$ cat config.mk
export PLATFORM = sky130hd
export DESIGN_NAME = calendar_time_set_editor
export DESIGN_NICKNAME = d
export VERILOG_FILES = /design/src/hw/rtl/cts_edit_pkg.sv /design/src/hw/rtl/calendar_time_set_editor.sv
export SDC_FILE = /design/constraint.sdc
export NUM_CORES = 1
export LEC_CHECK = 0
export BUFFER_PORTS_ARGS = -buffer_cell sky130_fd_sc_hd__buf_2
export CAP_MARGIN = 40
export CORE_MARGIN = 4
export CORE_UTILIZATION = 45
export DETAILED_ROUTE_END_ITERATION = 6
export PLACE_DENSITY = 0.65
export SKIP_CTS_REPAIR_TIMING = 1
export SYNTH_ARGS = -nofsm -noshare
export SYNTH_HDL_FRONTEND = slang
export SYNTH_SLANG_ARGS = --single-unit
$ cat constraint.sdc
create_clock -name aclk -period 16.15 [get_ports aclk]
set_input_delay 0.8075 -clock aclk [delete_from_list [all_inputs] [get_ports aclk]]
set_output_delay 0.8075 -clock aclk [all_outputs]
set_load 0.1 [all_outputs]
$ cat src/hw/rtl/cts_edit_pkg.sv
// ----------------------------------------------------------------------------
// cts_edit_pkg
// Shared codes, limits and helper functions for the calendar set-mode editor.
// ----------------------------------------------------------------------------
package cts_edit_pkg;

    // Request opcodes (carried on s_tuser)
    localparam logic [2:0] OP_LOAD = 3'd0;
    localparam logic [2:0] OP_MODE = 3'd1;
    localparam logic [2:0] OP_NEXT = 3'd2;
    localparam logic [2:0] OP_INC  = 3'd3;
    localparam logic [2:0] OP_DEC  = 3'd4;

    // Field selector codes
    localparam logic [2:0] FLD_YEAR   = 3'd0;
    localparam logic [2:0] FLD_MONTH  = 3'd1;
    localparam logic [2:0] FLD_DAY    = 3'd2;
    localparam logic [2:0] FLD_HOUR   = 3'd3;
    localparam logic [2:0] FLD_MINUTE = 3'd4;
    localparam logic [2:0] FLD_SECOND = 3'd5;
    localparam logic [2:0] FLD_LAST   = FLD_SECOND;

    // Field limits, all held at the width of the widest field
    localparam logic [6:0] YEAR_MAX  = 7'd99;
    localparam logic [6:0] MONTH_MAX = 7'd12;
    localparam logic [6:0] HOUR_MAX  = 7'd23;
    localparam logic [6:0] MS_MAX    = 7'd59;
    localparam logic [6:0] LO_ZERO   = 7'd0;
    localparam logic [6:0] LO_ONE    = 7'd1;

    // Days in month; leap February when year is a multiple of four.
    // Any month code outside the calendar counts as 31 days.
    function automatic logic [4:0] month_len(input logic [3:0] month,
                                             input logic [6:0] year);
        logic [4:0] len;
        case (month)
            4'd2:    len = (year[1:0] == 2'b00) ? 5'd29 : 5'd28;
            4'd4,
            4'd6,
            4'd9,
            4'd11:   len = 5'd30;
            default: len = 5'd31;
        endcase
        return len;
    endfunction

    // Wrapping step: out-of-range values go to lo when stepping up and to hi when stepping down.
    function automatic logic [6:0] step_val(input logic       up,
                                            input logic [6:0] v,
                                            input logic [6:0] lo,
                                            input logic [6:0] hi);
        logic [6:0] r;
        if (up) begin
            r = (v >= hi || v < lo) ? lo : v + 7'd1;
        end else begin
            r = (v <= lo || v > hi) ? hi : v - 7'd1;
        end
        return r;
    endfunction

endpackage

$ cat src/hw/rtl/calendar_time_set_editor.sv
// ----------------------------------------------------------------------------
// calendar_time_set_editor
// Set-mode editor for a real-time clock calendar (year .. second).
// A request passes from the input register to the result register. Throughput:
// one request per cycle while the result side takes results; a stall on
// m_tready holds both stages.
// Reset (aresetn low, synchronous): both stages empty, show mode, field 0,
// date 00-01-01 and time 00:00:00.
// ----------------------------------------------------------------------------
module calendar_time_set_editor (
    input  logic        aclk,
    input  logic        aresetn,
    // Request channel
    input  logic        s_tvalid,
    output logic        s_tready,
    // [6:0] load_year, [10:7] load_month, [15:11] load_day, [20:16] load_hour,
    // [26:21] load_minute, [32:27] load_second, [39:33] zero
    input  logic [39:0] s_tdata,
    // [2:0] opcode
    input  logic [2:0]  s_tuser,
    // Result channel
    output logic        m_tvalid,
    input  logic        m_tready,
    // [0] setting_mode, [3:1] selected_field, [10:4] year_out,
    // [14:11] month_out, [19:15] day_out, [24:20] hour_out,
    // [30:25] minute_out, [36:31] second_out, [37] commit, [39:38] zero
    output logic [39:0] m_tdata
);

    // ------------------------------------------------------------------
    // Input register stage
    // ------------------------------------------------------------------
    logic       in_valid_reg, in_valid_next;
    logic [2:0] in_op_reg;
    logic [6:0] in_year_reg;
    logic [3:0] in_month_reg;
    logic [4:0] in_day_reg;
    logic [4:0] in_hour_reg;
    logic [5:0] in_minute_reg;
    logic [5:0] in_second_reg;

    // Result register stage
    logic       out_valid_reg, out_valid_next;
    logic [39:0] out_data_reg, out_data_next;

    // Editor state
    logic       mode_reg,   mode_next;
    logic [2:0] field_reg,  field_next;
    logic [6:0] year_reg,   year_next;
    logic [3:0] month_reg,  month_next;
    logic [4:0] day_reg,    day_next;
    logic [4:0] hour_reg,   hour_next;
    logic [5:0] minute_reg, minute_next;
    logic [5:0] second_reg, second_next;
    logic       commit;

    logic s_accept;
    logic advance;   // request moves from input stage into result stage

    assign advance  = in_valid_reg && (!out_valid_reg || m_tready);
    assign s_tready = !in_valid_reg || advance;
    assign s_accept = s_tvalid && s_tready;

    assign in_valid_next  = s_accept ? 1'b1 : (advance ? 1'b0 : in_valid_reg);
    assign out_valid_next = advance ? 1'b1 : (m_tready ? 1'b0 : out_valid_reg);

    // ------------------------------------------------------------------
    // Request decode and state update
    // ------------------------------------------------------------------
    always_comb begin
        logic [6:0] cur_val;
        logic [6:0] lo;
        logic [6:0] hi;
        logic [6:0] new_val;

        mode_next   = mode_reg;
        field_next  = field_reg;
        year_next   = year_reg;
        month_next  = month_reg;
        day_next    = day_reg;
        hour_next   = hour_reg;
        minute_next = minute_reg;
        second_next = second_reg;
        commit      = 1'b0;

        // selected field, widened to seven bits, with its bounds
        case (field_reg)
            cts_edit_pkg::FLD_YEAR: begin
                cur_val = year_reg;
                lo      = cts_edit_pkg::LO_ZERO;
                hi      = cts_edit_pkg::YEAR_MAX;
            end
            cts_edit_pkg::FLD_MONTH: begin
                cur_val = {3'b000, month_reg};
                lo      = cts_edit_pkg::LO_ONE;
                hi      = cts_edit_pkg::MONTH_MAX;
            end
            cts_edit_pkg::FLD_DAY: begin
                cur_val = {2'b00, day_reg};
                lo      = cts_edit_pkg::LO_ONE;
                hi      = {2'b00, cts_edit_pkg::month_len(month_reg, year_reg)};
            end
            cts_edit_pkg::FLD_HOUR: begin
                cur_val = {2'b00, hour_reg};
                lo      = cts_edit_pkg::LO_ZERO;
                hi      = cts_edit_pkg::HOUR_MAX;
            end
            cts_edit_pkg::FLD_MINUTE: begin
                cur_val = {1'b0, minute_reg};
                lo      = cts_edit_pkg::LO_ZERO;
                hi      = cts_edit_pkg::MS_MAX;
            end
            default: begin
                cur_val = {1'b0, second_reg};
                lo      = cts_edit_pkg::LO_ZERO;
                hi      = cts_edit_pkg::MS_MAX;
            end
        endcase

        new_val = cts_edit_pkg::step_val(in_op_reg == cts_edit_pkg::OP_INC,
                                         cur_val, lo, hi);

        case (in_op_reg)
            cts_edit_pkg::OP_LOAD: begin
                if (!mode_reg) begin
                    year_next   = in_year_reg;
                    month_next  = in_month_reg;
                    day_next    = in_day_reg;
                    hour_next   = in_hour_reg;
                    minute_next = in_minute_reg;
                    second_next = in_second_reg;
                end
            end
            cts_edit_pkg::OP_MODE: begin
                if (!mode_reg) begin
                    mode_next  = 1'b1;
                    field_next = cts_edit_pkg::FLD_YEAR;
                end else begin
                    mode_next = 1'b0;
                    commit    = 1'b1;
                end
            end
            cts_edit_pkg::OP_NEXT: begin
                if (mode_reg) begin
                    field_next = (field_reg >= cts_edit_pkg::FLD_LAST)
                               ? cts_edit_pkg::FLD_YEAR : field_reg + 3'd1;
                end
            end
            cts_edit_pkg::OP_INC,
            cts_edit_pkg::OP_DEC: begin
                if (mode_reg) begin
                    case (field_reg)
                        cts_edit_pkg::FLD_YEAR:   year_next   = new_val;
                        cts_edit_pkg::FLD_MONTH:  month_next  = new_val[3:0];
                        cts_edit_pkg::FLD_DAY:    day_next    = new_val[4:0];
                        cts_edit_pkg::FLD_HOUR:   hour_next   = new_val[4:0];
                        cts_edit_pkg::FLD_MINUTE: minute_next = new_val[5:0];
                        default:                  second_next = new_val[5:0];
                    endcase
                    // day recheck against the month as it now stands
                    if (day_next == 5'd0 ||
                        day_next > cts_edit_pkg::month_len(month_next, year_next)) begin
                        day_next = 5'd1;
                    end
                end
            end
            default: begin
                // unused opcodes leave the state alone
            end
        endcase

        out_data_next = {2'b00, commit, second_next, minute_next, hour_next,
                         day_next, month_next, year_next, field_next, mode_next};
    end

    // ------------------------------------------------------------------
    // Registers
    // ------------------------------------------------------------------
    always_ff @(posedge aclk) begin
        if (!aresetn) begin
            in_valid_reg  <= 1'b0;
            out_valid_reg <= 1'b0;
            mode_reg      <= 1'b0;
            field_reg     <= cts_edit_pkg::FLD_YEAR;
            year_reg      <= 7'd0;
            month_reg     <= 4'd1;
            day_reg       <= 5'd1;
            hour_reg      <= 5'd0;
            minute_reg    <= 6'd0;
            second_reg    <= 6'd0;
        end else begin
            in_valid_reg  <= in_valid_next;
            out_valid_reg <= out_valid_next;
            if (advance) begin
                mode_reg   <= mode_next;
                field_reg  <= field_next;
                year_reg   <= year_next;
                month_reg  <= month_next;
                day_reg    <= day_next;
                hour_reg   <= hour_next;
                minute_reg <= minute_next;
                second_reg <= second_next;
            end
        end
    end

    // payload, no reset needed
    always_ff @(posedge aclk) begin
        if (s_accept) begin
            in_op_reg     <= s_tuser;
            in_year_reg   <= s_tdata[6:0];
            in_month_reg  <= s_tdata[10:7];
            in_day_reg    <= s_tdata[15:11];
            in_hour_reg   <= s_tdata[20:16];
            in_minute_reg <= s_tdata[26:21];
            in_second_reg <= s_tdata[32:27];
        end
        if (advance) begin
            out_data_reg <= out_data_next;
        end
    end

    assign m_tvalid = out_valid_reg;
    assign m_tdata  = out_data_reg;

    // ------------------------------------------------------------------
    // Assertions
    // ------------------------------------------------------------------
    a_field_range: assert property (@(posedge aclk) disable iff (!aresetn)
        field_reg <= cts_edit_pkg::FLD_LAST)
        else $error("selected field out of range");

    a_mode_toggle: assert property (@(posedge aclk) disable iff (!aresetn)
        (advance && in_op_reg == cts_edit_pkg::OP_MODE) |=>
            (mode_reg != $past(mode_reg)))
        else $error("mode key did not toggle set mode");

    a_commit_leaves: assert property (@(posedge aclk) disable iff (!aresetn)
        (out_valid_reg && out_data_reg[37]) |-> (!out_data_reg[0] && !mode_reg))
        else $error("commit raised while still in set mode");

    a_show_no_edit: assert property (@(posedge aclk) disable iff (!aresetn)
        (advance && !mode_reg && in_op_reg != cts_edit_pkg::OP_LOAD) |=>
            ($stable(year_reg) && $stable(month_reg) && $stable(day_reg) &&
             $stable(hour_reg) && $stable(minute_reg) && $stable(second_reg)))
        else $error("time changed in show mode without a load");

endmodule

Word level (Yosys, flattened, before mapping):

Cells that the tools add are included.

* bits in registers: 113
* input port bits: 47
* word-level logic and storage cells: 121

* order comparisons: 6
* mux-type cells: 54
* equal/unequal tests: 18
* reduce and logical (&&, ||, !) cells: 21
* $add $sub $neg: 3

Operators by type and width (count)
* $mux 7: 8
* $mux 5: 11
* $mux 6: 6
* $pmux 7 s5: 1
* $pmux 7 s4: 1
* $pmux 6 s2: 2
* $mux 4: 5
* $pmux 5 s2: 2
* $eq 4x3->1 const B: 4
* $eq 4x4->1 const B: 4
* $pmux 7 s2: 1
* $eq 3x2->1 const B: 4
* $mux 1: 10
* $mux 3: 3
* $eq 4x2->1 const B: 2
* $pmux 2 s2: 2
* $pmux 4 s2: 1
* $reduce_or 4->1: 2
* $add 7x1->7 const B: 1
* $ge 7x7->1: 1
* $gt 7x7->1: 1
* $le 7x7->1: 1
* $lt 7x7->1: 1
* $sub 7x1->7 const B: 1
* 15 further kinds: 27

Longest topological paths before layout:

Gate-level depths: netlist (run 1).

* depth after elaboration: 21
* depth in mapped cells: 26
* mapped depth without buffers: 24

Worst setup path after synthesis (run 1):

Ideal clock, no wire load.

* path type: flip-flop to flip-flop
* start: register field_reg[2]
* end: register out_data_reg[16] (netlist: m_tdata[16]), data pin
* setup slack: 10.509 ns
* setup time: 0.270 ns
* path buffers: 3
* clock period less this slack: 5.641 ns
* arrival: 5.372 ns
* stages on the path, launching flop included: 27
* cells stage by stage: dfxtp_1 -> clkbuf_1 -> buf_2 -> inv_1 -> ha_1 -> clkbuf_1 -> nor2_2 -> nand2_4 -> o22ai_2 -> inv_1 -> ha_1 -> nor2b_1 -> o21a_1 -> o21bai_1 -> a21o_1 -> mux2i_1 -> a2111oi_4 -> o21ai_1 -> or3b_1 -> o221a_2 -> ha_1 -> nand2_1 -> o21ai_0 -> a31o_2 -> o21bai_2 -> a2111oi_2 -> nor3_1

* longest elaborated chain between the ends: 20
* elaborated cells on any way between the ends: 46
* classes of those cells: add/sub (2); order compare (5); eq/ne (9); mux (22); reduce/logical (8)

Ends and longest elaborated chain
* start: declaration: line calendar_time_set_editor.sv:48 `logic [2:0] field_reg, field_next;`
* start signal: assignment: line calendar_time_set_editor.sv:184 `field_reg <= cts_edit_pkg::FLD_YEAR;`
* start signal: assignment: line calendar_time_set_editor.sv:196 `field_reg <= field_next;`
* $eq 3x2->1 or $eq 3x1->1 (tied branches): line calendar_time_set_editor.sv:87, calendar_time_set_editor.sv:152
* $reduce_or 2->1 (no source line)
* $mux 1: line calendar_time_set_editor.sv:87 `case (field_reg)`
* $le 7x7->1 or $lt 7x7->1 (tied branches): line cts_edit_pkg.sv:56, cts_edit_pkg.sv:54
* $logic_or 1x1->1 (on tied branches): line cts_edit_pkg.sv:56, cts_edit_pkg.sv:54
* $mux 7 (on tied branches): line cts_edit_pkg.sv:56, cts_edit_pkg.sv:54
* $mux 7: line cts_edit_pkg.sv:53 `if (up) begin`
* $mux 4 or $mux 7 (tied branches): line calendar_time_set_editor.sv:152 `case (field_reg)`
* (+5 left out)
* $mux 5: line calendar_time_set_editor.sv:151 `if (mode_reg) begin`
* $mux 5: line calendar_time_set_editor.sv:123 `case (in_op_reg)`
* $gt 5x5->1: line calendar_time_set_editor.sv:162 `day_next > cts_edit_pkg::month_len(month_next, year_next)) begin`
* $logic_or 1x1->1: line calendar_time_set_editor.sv:161 `if (day_next == 5'd0 ||`
* $mux 5 *: line calendar_time_set_editor.sv:161
* $mux 5 *: line calendar_time_set_editor.sv:151
* $pmux 5 s2 *: line calendar_time_set_editor.sv:123
* named net day_next[1]: line calendar_time_set_editor.sv:51 `logic [4:0] day_reg, day_next;`
* end signal: assignment: line calendar_time_set_editor.sv:219 `out_data_reg <= out_data_next;`
* end: declaration: line calendar_time_set_editor.sv:44 `logic [39:0] out_data_reg, out_data_next;`

Mark *: on every way through the listed nets, which the timed path passes. The rest lies on a longest branch. The select of a mux whose other input is x is not followed.
A chain may end at the register's enable or synchronous reset.

Worst setup path in the final report (run 1):

Ends and elaborated chain as after synthesis.

==> qor.txt, run 1 <==
Status - completed
Tot GR Track Use - 23.7%
Initial cell density of the core - 46.4%
H-tree levels - 4
Multi-input gate area - 2960 um2
CORE AREA - 13300 um2
Max Clk Rate - 143 MHz
Gr ovfl total - 0
Post-layout utilization of the core - 54.8%
Worst hold path type - reg -> reg
Max-cap violations - 0
Clk sinks - 113
Row cnt - 42
Worst reg2reg endpoint - m_tdata[16]
WL final - 18.4 mm
Worst reg2reg path depth - 23
Antenna viol nets, final - 0
Inst Count DP - 854
Leakage - 0.00284 uW
Placed wire-length estimate - 12.7 mm
Crit end category - flop
Avg WL per Cell - 20.8 um
Min-delay src - minute_reg[1]
Antenna violations before repair - 0
Final non-filler cell total - 886
Ys flop type - edfxtp_1
Critical path class - reg -> reg
Vias per cell - 6.15
RSZ-0062 raised after global routing - no
Boundary pin count - 89
Number of synthesized flops with an enable pin - 74
Yosys cell types - 83
Crit start category - flop
Vias in the first global route - 5285
Clk Latency, worst-skew pair - 0.43 ns
Fin crit share - 43.2%
P per Cell Area - 124 nW/um2
Drt pass-1 iters - 5
Post-Syn Area - 6190 um2
Port bufs - 79
Fin. max-slew vios - 0
Reg2reg start - field_reg[2]
First-pass GRT wire length - 29.2 mm
Syn avg cell area - 9.89 um2
Worst Max-Slew Pin Slew - 0.903 ns
Critical path data arrival time - 7.13 ns
Post-route DRC - 0
Peak VDD IR - 0.0790 mV
Max FFs per register - 38
Rel. slew slack - 39.8%
Hold Path Stages - 2
Area growth syn-to-layout - 18.2%
Die Ht - 125 um
CTS clk-pin slew, worst paths - 0.06 ns
Post-synthesis sequential area ratio - 48.5%
# fillers - 1201
Yosys Warn Count - 0
Share of layout cells above drive strength 1 - 22.0%
Iteration-0 DRC Markers - 575
Ys async rst share - 0%
Setup_tns - 0 ns
CTS tree - yes
Worst-path fanout max - 21
Register Area - 3000 um2
Clock buffer depth - 2
Worst path required time - 16.31 ns
Cts bufs inserted - 17
Die Wd - 125 um
Post-synthesis cell count - 626
Die ar. - 15700 um2
Vias after detailed routing - 5445
Pin count of the biggest net entering global routing - 51
Worst hold endpoint - minute_reg[1]
RePlAce Congestion - 0.955
N_diodes - 0
Clock skew - 0.00653 ns
Period minus WS final - 6.97 ns
Most frequent cells in the layout - buf_2 (79), edfxtp_1 (74), nand2_1 (66)
Final Net Count - 761
Final Hold Fails - 0
Clock root buffer - clkbuf_16
Worst R2R Setup Slack - 9.18 ns
Commonest non-fill, non-tap cell in the layout - buf_2
Final Setup Violations - 0
Synth Register Bits - 113
[power breakdown]
group / internal [uW] / switching, uW
Sequential: 327 / 11.7
Combinational: 50.7 / 135
Clock: 242 / 140
Total: 620 / 287
[cells in the mapped netlist, types with 4 or more instances]
library cell  count  area [um2]
o22ai_1           6        37.5
a21oi_1          37         185
o21ba_2           8        80.1
o21ai_0          51         255
or2_2             5        31.3
nand3_1          12        60.1
nor3_1           12        60.1
a221o_1           5        50.1
inv_1            14        52.6
nor2_1           50         188
clkbuf_1         24        90.1
nor2b_1           8        50.1
nand2b_1          8        50.1
o211ai_1          6        45.0
and3_1            8        50.1
a211oi_1          9        67.6
buf_1             5        18.8
and2_1            9        56.3
dfxtp_1          39         781
xnor2_1           4        35.0
edfxtp_1         74        2220
a22o_1            4        35.0
o211a_1           4        40.0
a31oi_1          15        93.8
a21o_1            4        30.0
a22oi_1          24         180
o21a_1            8        60.1
nand2_1          66         248
ha_1             17         213
[cells by family (layout without fill, tap and decap cells)]
family	count (synthesis)	count (layout)	share of synthesized area, %
multiplexers	4	4	0.667
flip-flops	113	113	48.5
buffers and inverters	55	138	3.78
XOR/XNOR	6	6	0.849
AND/OR/NAND/NOR	197	197	15.5
other	1	2	0.0606
adder cells (fa/ha/maj)	17	17	3.43
AO/OA/AOI/OAI	233	233	27.3
[critical path, cell delays in order, from the launching register on]
cell and delay (ns):
dfxtp_1 0.74, inv_1 0.22, ha_1 0.51, nor2_2 0.38, nand2_4 0.15, o21ai_2 0.38
inv_1 0.17, ha_1 0.34, a21oi_1 0.07, o21ai_0 0.35, inv_1 0.13, a21o_1 0.23
mux2i_1 0.16, a2111oi_4 0.84, o21ai_1 0.21, or3b_1 0.24, nor2b_1 0.06, ha_1 0.29
nor2b_1 0.13, o21ai_0 0.09, a31o_2 0.22, o21bai_2 0.24, a2111oi_2 0.40, nor3_1 0.12
[worst max-delay path by stage]
stage                 start          end  slack (ns)  depth (start not counted)
5_1_grt        field_reg[2]  m_tdata[16]        8.74                         23
3_3_place_gp   field_reg[2]  m_tdata[16]        9.40                         23
6_report       field_reg[2]  m_tdata[16]        9.18                         23
3_5_place_dp   field_reg[2]  m_tdata[16]        9.37                         23
2_1_floorplan  field_reg[2]  m_tdata[16]       10.51                         26
4_1_cts        field_reg[2]  m_tdata[16]        9.31                         23
[layout make-up]
cell class | instances | area share [%]
sequential | 113 | 41.0
multi-input combinational | 459 | 40.5
timing repair buffer | 86 | 6.39
clock buffer | 18 | 5.86
tap | 176 | 3.01
clock inverter | 14 | 2.22
inverter | 20 | 1.03
[per-stage QoR]
| step | setup WS [ns] | power (uW) | cell area [um2] | hold slack (ns) |
|---|---|---|---|---|
| after floorplan | 10.51 | 478 | 6200 | 0.483 |
| after global placement | 9.40 | 524 | 6700 | 0.498 |
| after detailed placement | 9.37 | 526 | 6730 | 0.513 |
| after CTS | 9.31 | 909 | 7320 | 0.523 |
| after global routing | 8.74 | 939 | 7320 | 0.539 |
| final | 9.18 | 906 | 7320 | 0.520 |
[layer usage]
metal  track usage [%]  part of all wire [%]  wire length [um]  vias up
met2              36.2                    46              8560      250
met4              9.50                   2.8               524        0
met3              5.29                   6.9              1280       40
met1              32.7                    44              8060     2622
li1                  -                     -                 -     2533
met5                 0                     0                 0        -
(Power assumes the default switching activity.)
==> run 2: changes to the inputs <==
--- a/config.mk
+++ b/config.mk
@@ -10,7 +10,7 @@
 export CORE_MARGIN = 4
 export CORE_UTILIZATION = 45
 export DETAILED_ROUTE_END_ITERATION = 6
-export PLACE_DENSITY = 0.65
+export PLACE_DENSITY = 0.68
 export SKIP_CTS_REPAIR_TIMING = 1
 export SYNTH_ARGS = -nofsm -noshare
 export SYNTH_HDL_FRONTEND = slang
==> constraint.sdc (replaced) <==
create_clock -name aclk -period 6 [get_ports aclk]
set_input_delay 0.3 -clock aclk [delete_from_list [all_inputs] [get_ports aclk]]
set_output_delay 0.3 -clock aclk [all_outputs]
set_load 0.1 [all_outputs]
==> qor.txt, run 2 (same netlist as run 1, synthesis figures left out) <==
Top Usage Layer GRT - met2 (unchanged)
Die ar. - 15700 um2 (unchanged)
P per Cell Area - 327 nW/um2 (was 124 nW/um2)
Area growth syn-to-layout - 22.2% (was 18.2%)
Die Wd - 125 um (unchanged)
Avg WL per Cell - 20.5 um (was 20.8 um)
Worst path required time - 6.16 ns (was 16.31 ns)
Clock root buffer - clkbuf_16 (unchanged)
Clk sinks - 113 (unchanged)
Peak VDD IR - 0.226 mV (was 0.0790 mV)
Crit start category - flop (unchanged)
Cell chain of the critical path - ha_1 > ha_2 > or2_2 > a211oi_1 > ha_1 > nor2b_1 > o21a_1 > o21bai_1 > a21o_1 > mux2i_1 > a2111oi_4 > o21ai_1 > or3b_1 > o221a_2 > ha_1 > nand2_1 > o21ai_0 > a31o_2 > o21bai_2 > a2111oi_2 > nor3_1 (was inv_1 > ha_1 > nor2_2 > nand2_4 > o21ai_2 > inv_1 > ha_1 > a21oi_1 > o21ai_0 > inv_1 > a21o_1 > mux2i_1 > a2111oi_4 > o21ai_1 > or3b_1 > nor2b_1 > ha_1 > nor2b_1 > o21ai_0 > a31o_2 > o21bai_2 > a2111oi_2 > nor3_1)
Most Frequent Cell on Critical Path - ha_1
H-tree levels - 4 (unchanged)
Power share of the clock group - 41.1% (was 42.1%)
First-pass GRT wire length - 29.5 mm (was 29.2 mm)
Drt pass-1 iters - 5 (unchanged)
Max FFs per register - 38 (unchanged)
Met1 Usage GRT - 32.8% (was 32.7%)
Antenna viol nets, final - 0 (unchanged)
Setup_tns - 0 ns (unchanged)
Vias after detailed routing - 5604 (was 5445)
Clk Latency, worst-skew pair - 0.43 ns (about the same)
Gr ovfl total - 0 (unchanged)
Critical path class - reg -> reg (unchanged)
N_diodes - 0 (unchanged)
Initial cell density of the core - 46.4% (unchanged)
Fin. max-slew vios - 0 (unchanged)
Clock buffer depth - 2 (unchanged)
Final Setup Violations - 0 (unchanged)
CORE AREA - 13300 um2 (unchanged)
Commonest non-fill, non-tap cell in the layout - buf_2 (unchanged)
Final Net Count - 790 (was 761)
Row cnt - 42 (unchanged)
Max-cap violations - 0 (unchanged)
Final Hold Fails - 0 (unchanged)
Fin crit share - 93.5% (was 43.2%)
Max Clk Rate - 178 MHz (was 143 MHz)
Port bufs - 79 (unchanged)
Period minus WS final - 5.61 ns (was 6.97 ns)
Placed wire-length estimate - 13.3 mm (was 12.7 mm)
Leakage - 0.00297 uW (was 0.00284 uW)
Iteration-0 DRC Markers - 624 (was 575)
Pin count of the biggest net entering global routing - 42 (was 51)
Antenna violations before repair - 0 (unchanged)
WL final - 18.8 mm (was 18.4 mm)
Clock skew - 0.0131 ns (was 0.00653 ns)
Post-route DRC - 0 (unchanged)
Worst hold path type - in -> reg (was reg -> reg)
Met2 usage - 37.4% (was 36.2%)
Status - completed (unchanged)
Multi-input gate area - 2990 um2 (was 2960 um2)
Worst-path fanout max - 10 (was 21)
CP max stage delay - 0.46 ns (was 0.84 ns)
Boundary pin count - 89 (unchanged)
Sw Share - 31.7% (was 31.6%)
Most frequent cells in the layout - buf_2 (79), edfxtp_1 (74), nand2_1 (66) (unchanged)
Tot GR Track Use - 23.8% (was 23.7%)
Seq pwr share - 36.9% (was 37.4%)
Die Ht - 125 um (unchanged)
Comb power frac - 22.0% (was 20.5%)
Cts bufs inserted - 17 (unchanged)
CTS clk-pin slew, worst paths - 0.06 ns (about the same)
Critical path data arrival time - 5.77 ns (was 7.13 ns)
Worst Max-Slew Pin Slew - 0.773 ns (was 0.903 ns)
Crit end category - flop (unchanged)
Internal power - 1690 uW (was 620 uW)
Post-layout utilization of the core - 56.7% (was 54.8%)
Rel. slew slack - 48.3% (was 39.8%)
CTS tree - yes (unchanged)
Share of layout cells above drive strength 1 - 25.4% (was 22.0%)
Switch Pwr - 785 uW (was 287 uW)
Vias per cell - 6.12 (was 6.15)
Vias in the first global route - 5456 (was 5285)
Met3 Usage GRT - 4.48% (was 5.29%)
Register Area - 3000 um2 (unchanged)
RePlAce Congestion - 0.935 (was 0.955)
# fillers - 1186 (was 1201)
Slowest library cell on the worst path - a211oi_1 (was a2111oi_4)
## run 2: cell count changes in the layout (fill, tap and decap cells not counted), sizes merged
cell | before | now
bufinv | 3 | 2
clkbuf | 18 | 21
clkinvlp | 0 | 2
buf | 86 | 115
inv | 19 | 21
clkinv | 12 | 6
## run 2: through the flow
step	hold slack, ns	setup slack [ns]	instances	instance area [um2]	power [uW]
6_report	0.0463	0.392	915	7560	2470
5_1_grt	0.0443	-0.000584	915	7560	2550
4_1_cts	0.0339	0.183	914	7530	2480
3_5_place_dp	0.478	0.179	882	6940	1460
3_3_place_gp	0.476	0.318	881	6910	1450
2_1_floorplan	0.399	0.359	627	6200	1290
## run 2: area by class of cell
type,instances,share of cell area (%)
Sequential cell,113,39.7
Multi-Input combinational cell,459,39.6
Timing Repair Buffer,115,9.06
Clock buffer,21,6.09
Tap cell,176,2.91
Clock inverter,11,1.69
Inverter,20,0.992
## run 2: worst paths after layout
path	depth (start not counted)	end	slack (ns)	start
hold reg to reg	2	minute_reg[0]	0.54	minute_reg[0]
hold / removal	1	in_year_reg[1]	0.05	s_tdata[1]
setup / recovery	21	m_tdata[16]	0.39	field_reg[0]
setup reg to reg	21	m_tdata[16]	0.39	field_reg[0]
## run 2: power groups by stage
stage	Combinational [uW]	Sequential [uW]	Clock, uW
finish	543	913	1020
global route	579	917	1060
CTS	533	912	1030
detailed placement	528	927	0
global placement	521	926	0
floorplan	268	1020	0
## run 2: worst max-delay path, delay by kind of cell (launching register included)
kind / cells / cell delay [ns]
multiplexers: 1 / 0.30
AND/OR/NAND/NOR: 5 / 1.07
adder cells (fa/ha/maj): 4 / 1.12
AO/OA/AOI/OAI: 11 / 2.47
flip-flops: 1 / 0.37
## run 2: routing by layer
metal,wire [um],vias up
met5,0,-
met4,486,0
met3,1260,38
met2,8900,257
met1,8160,2720
li1,-,2589
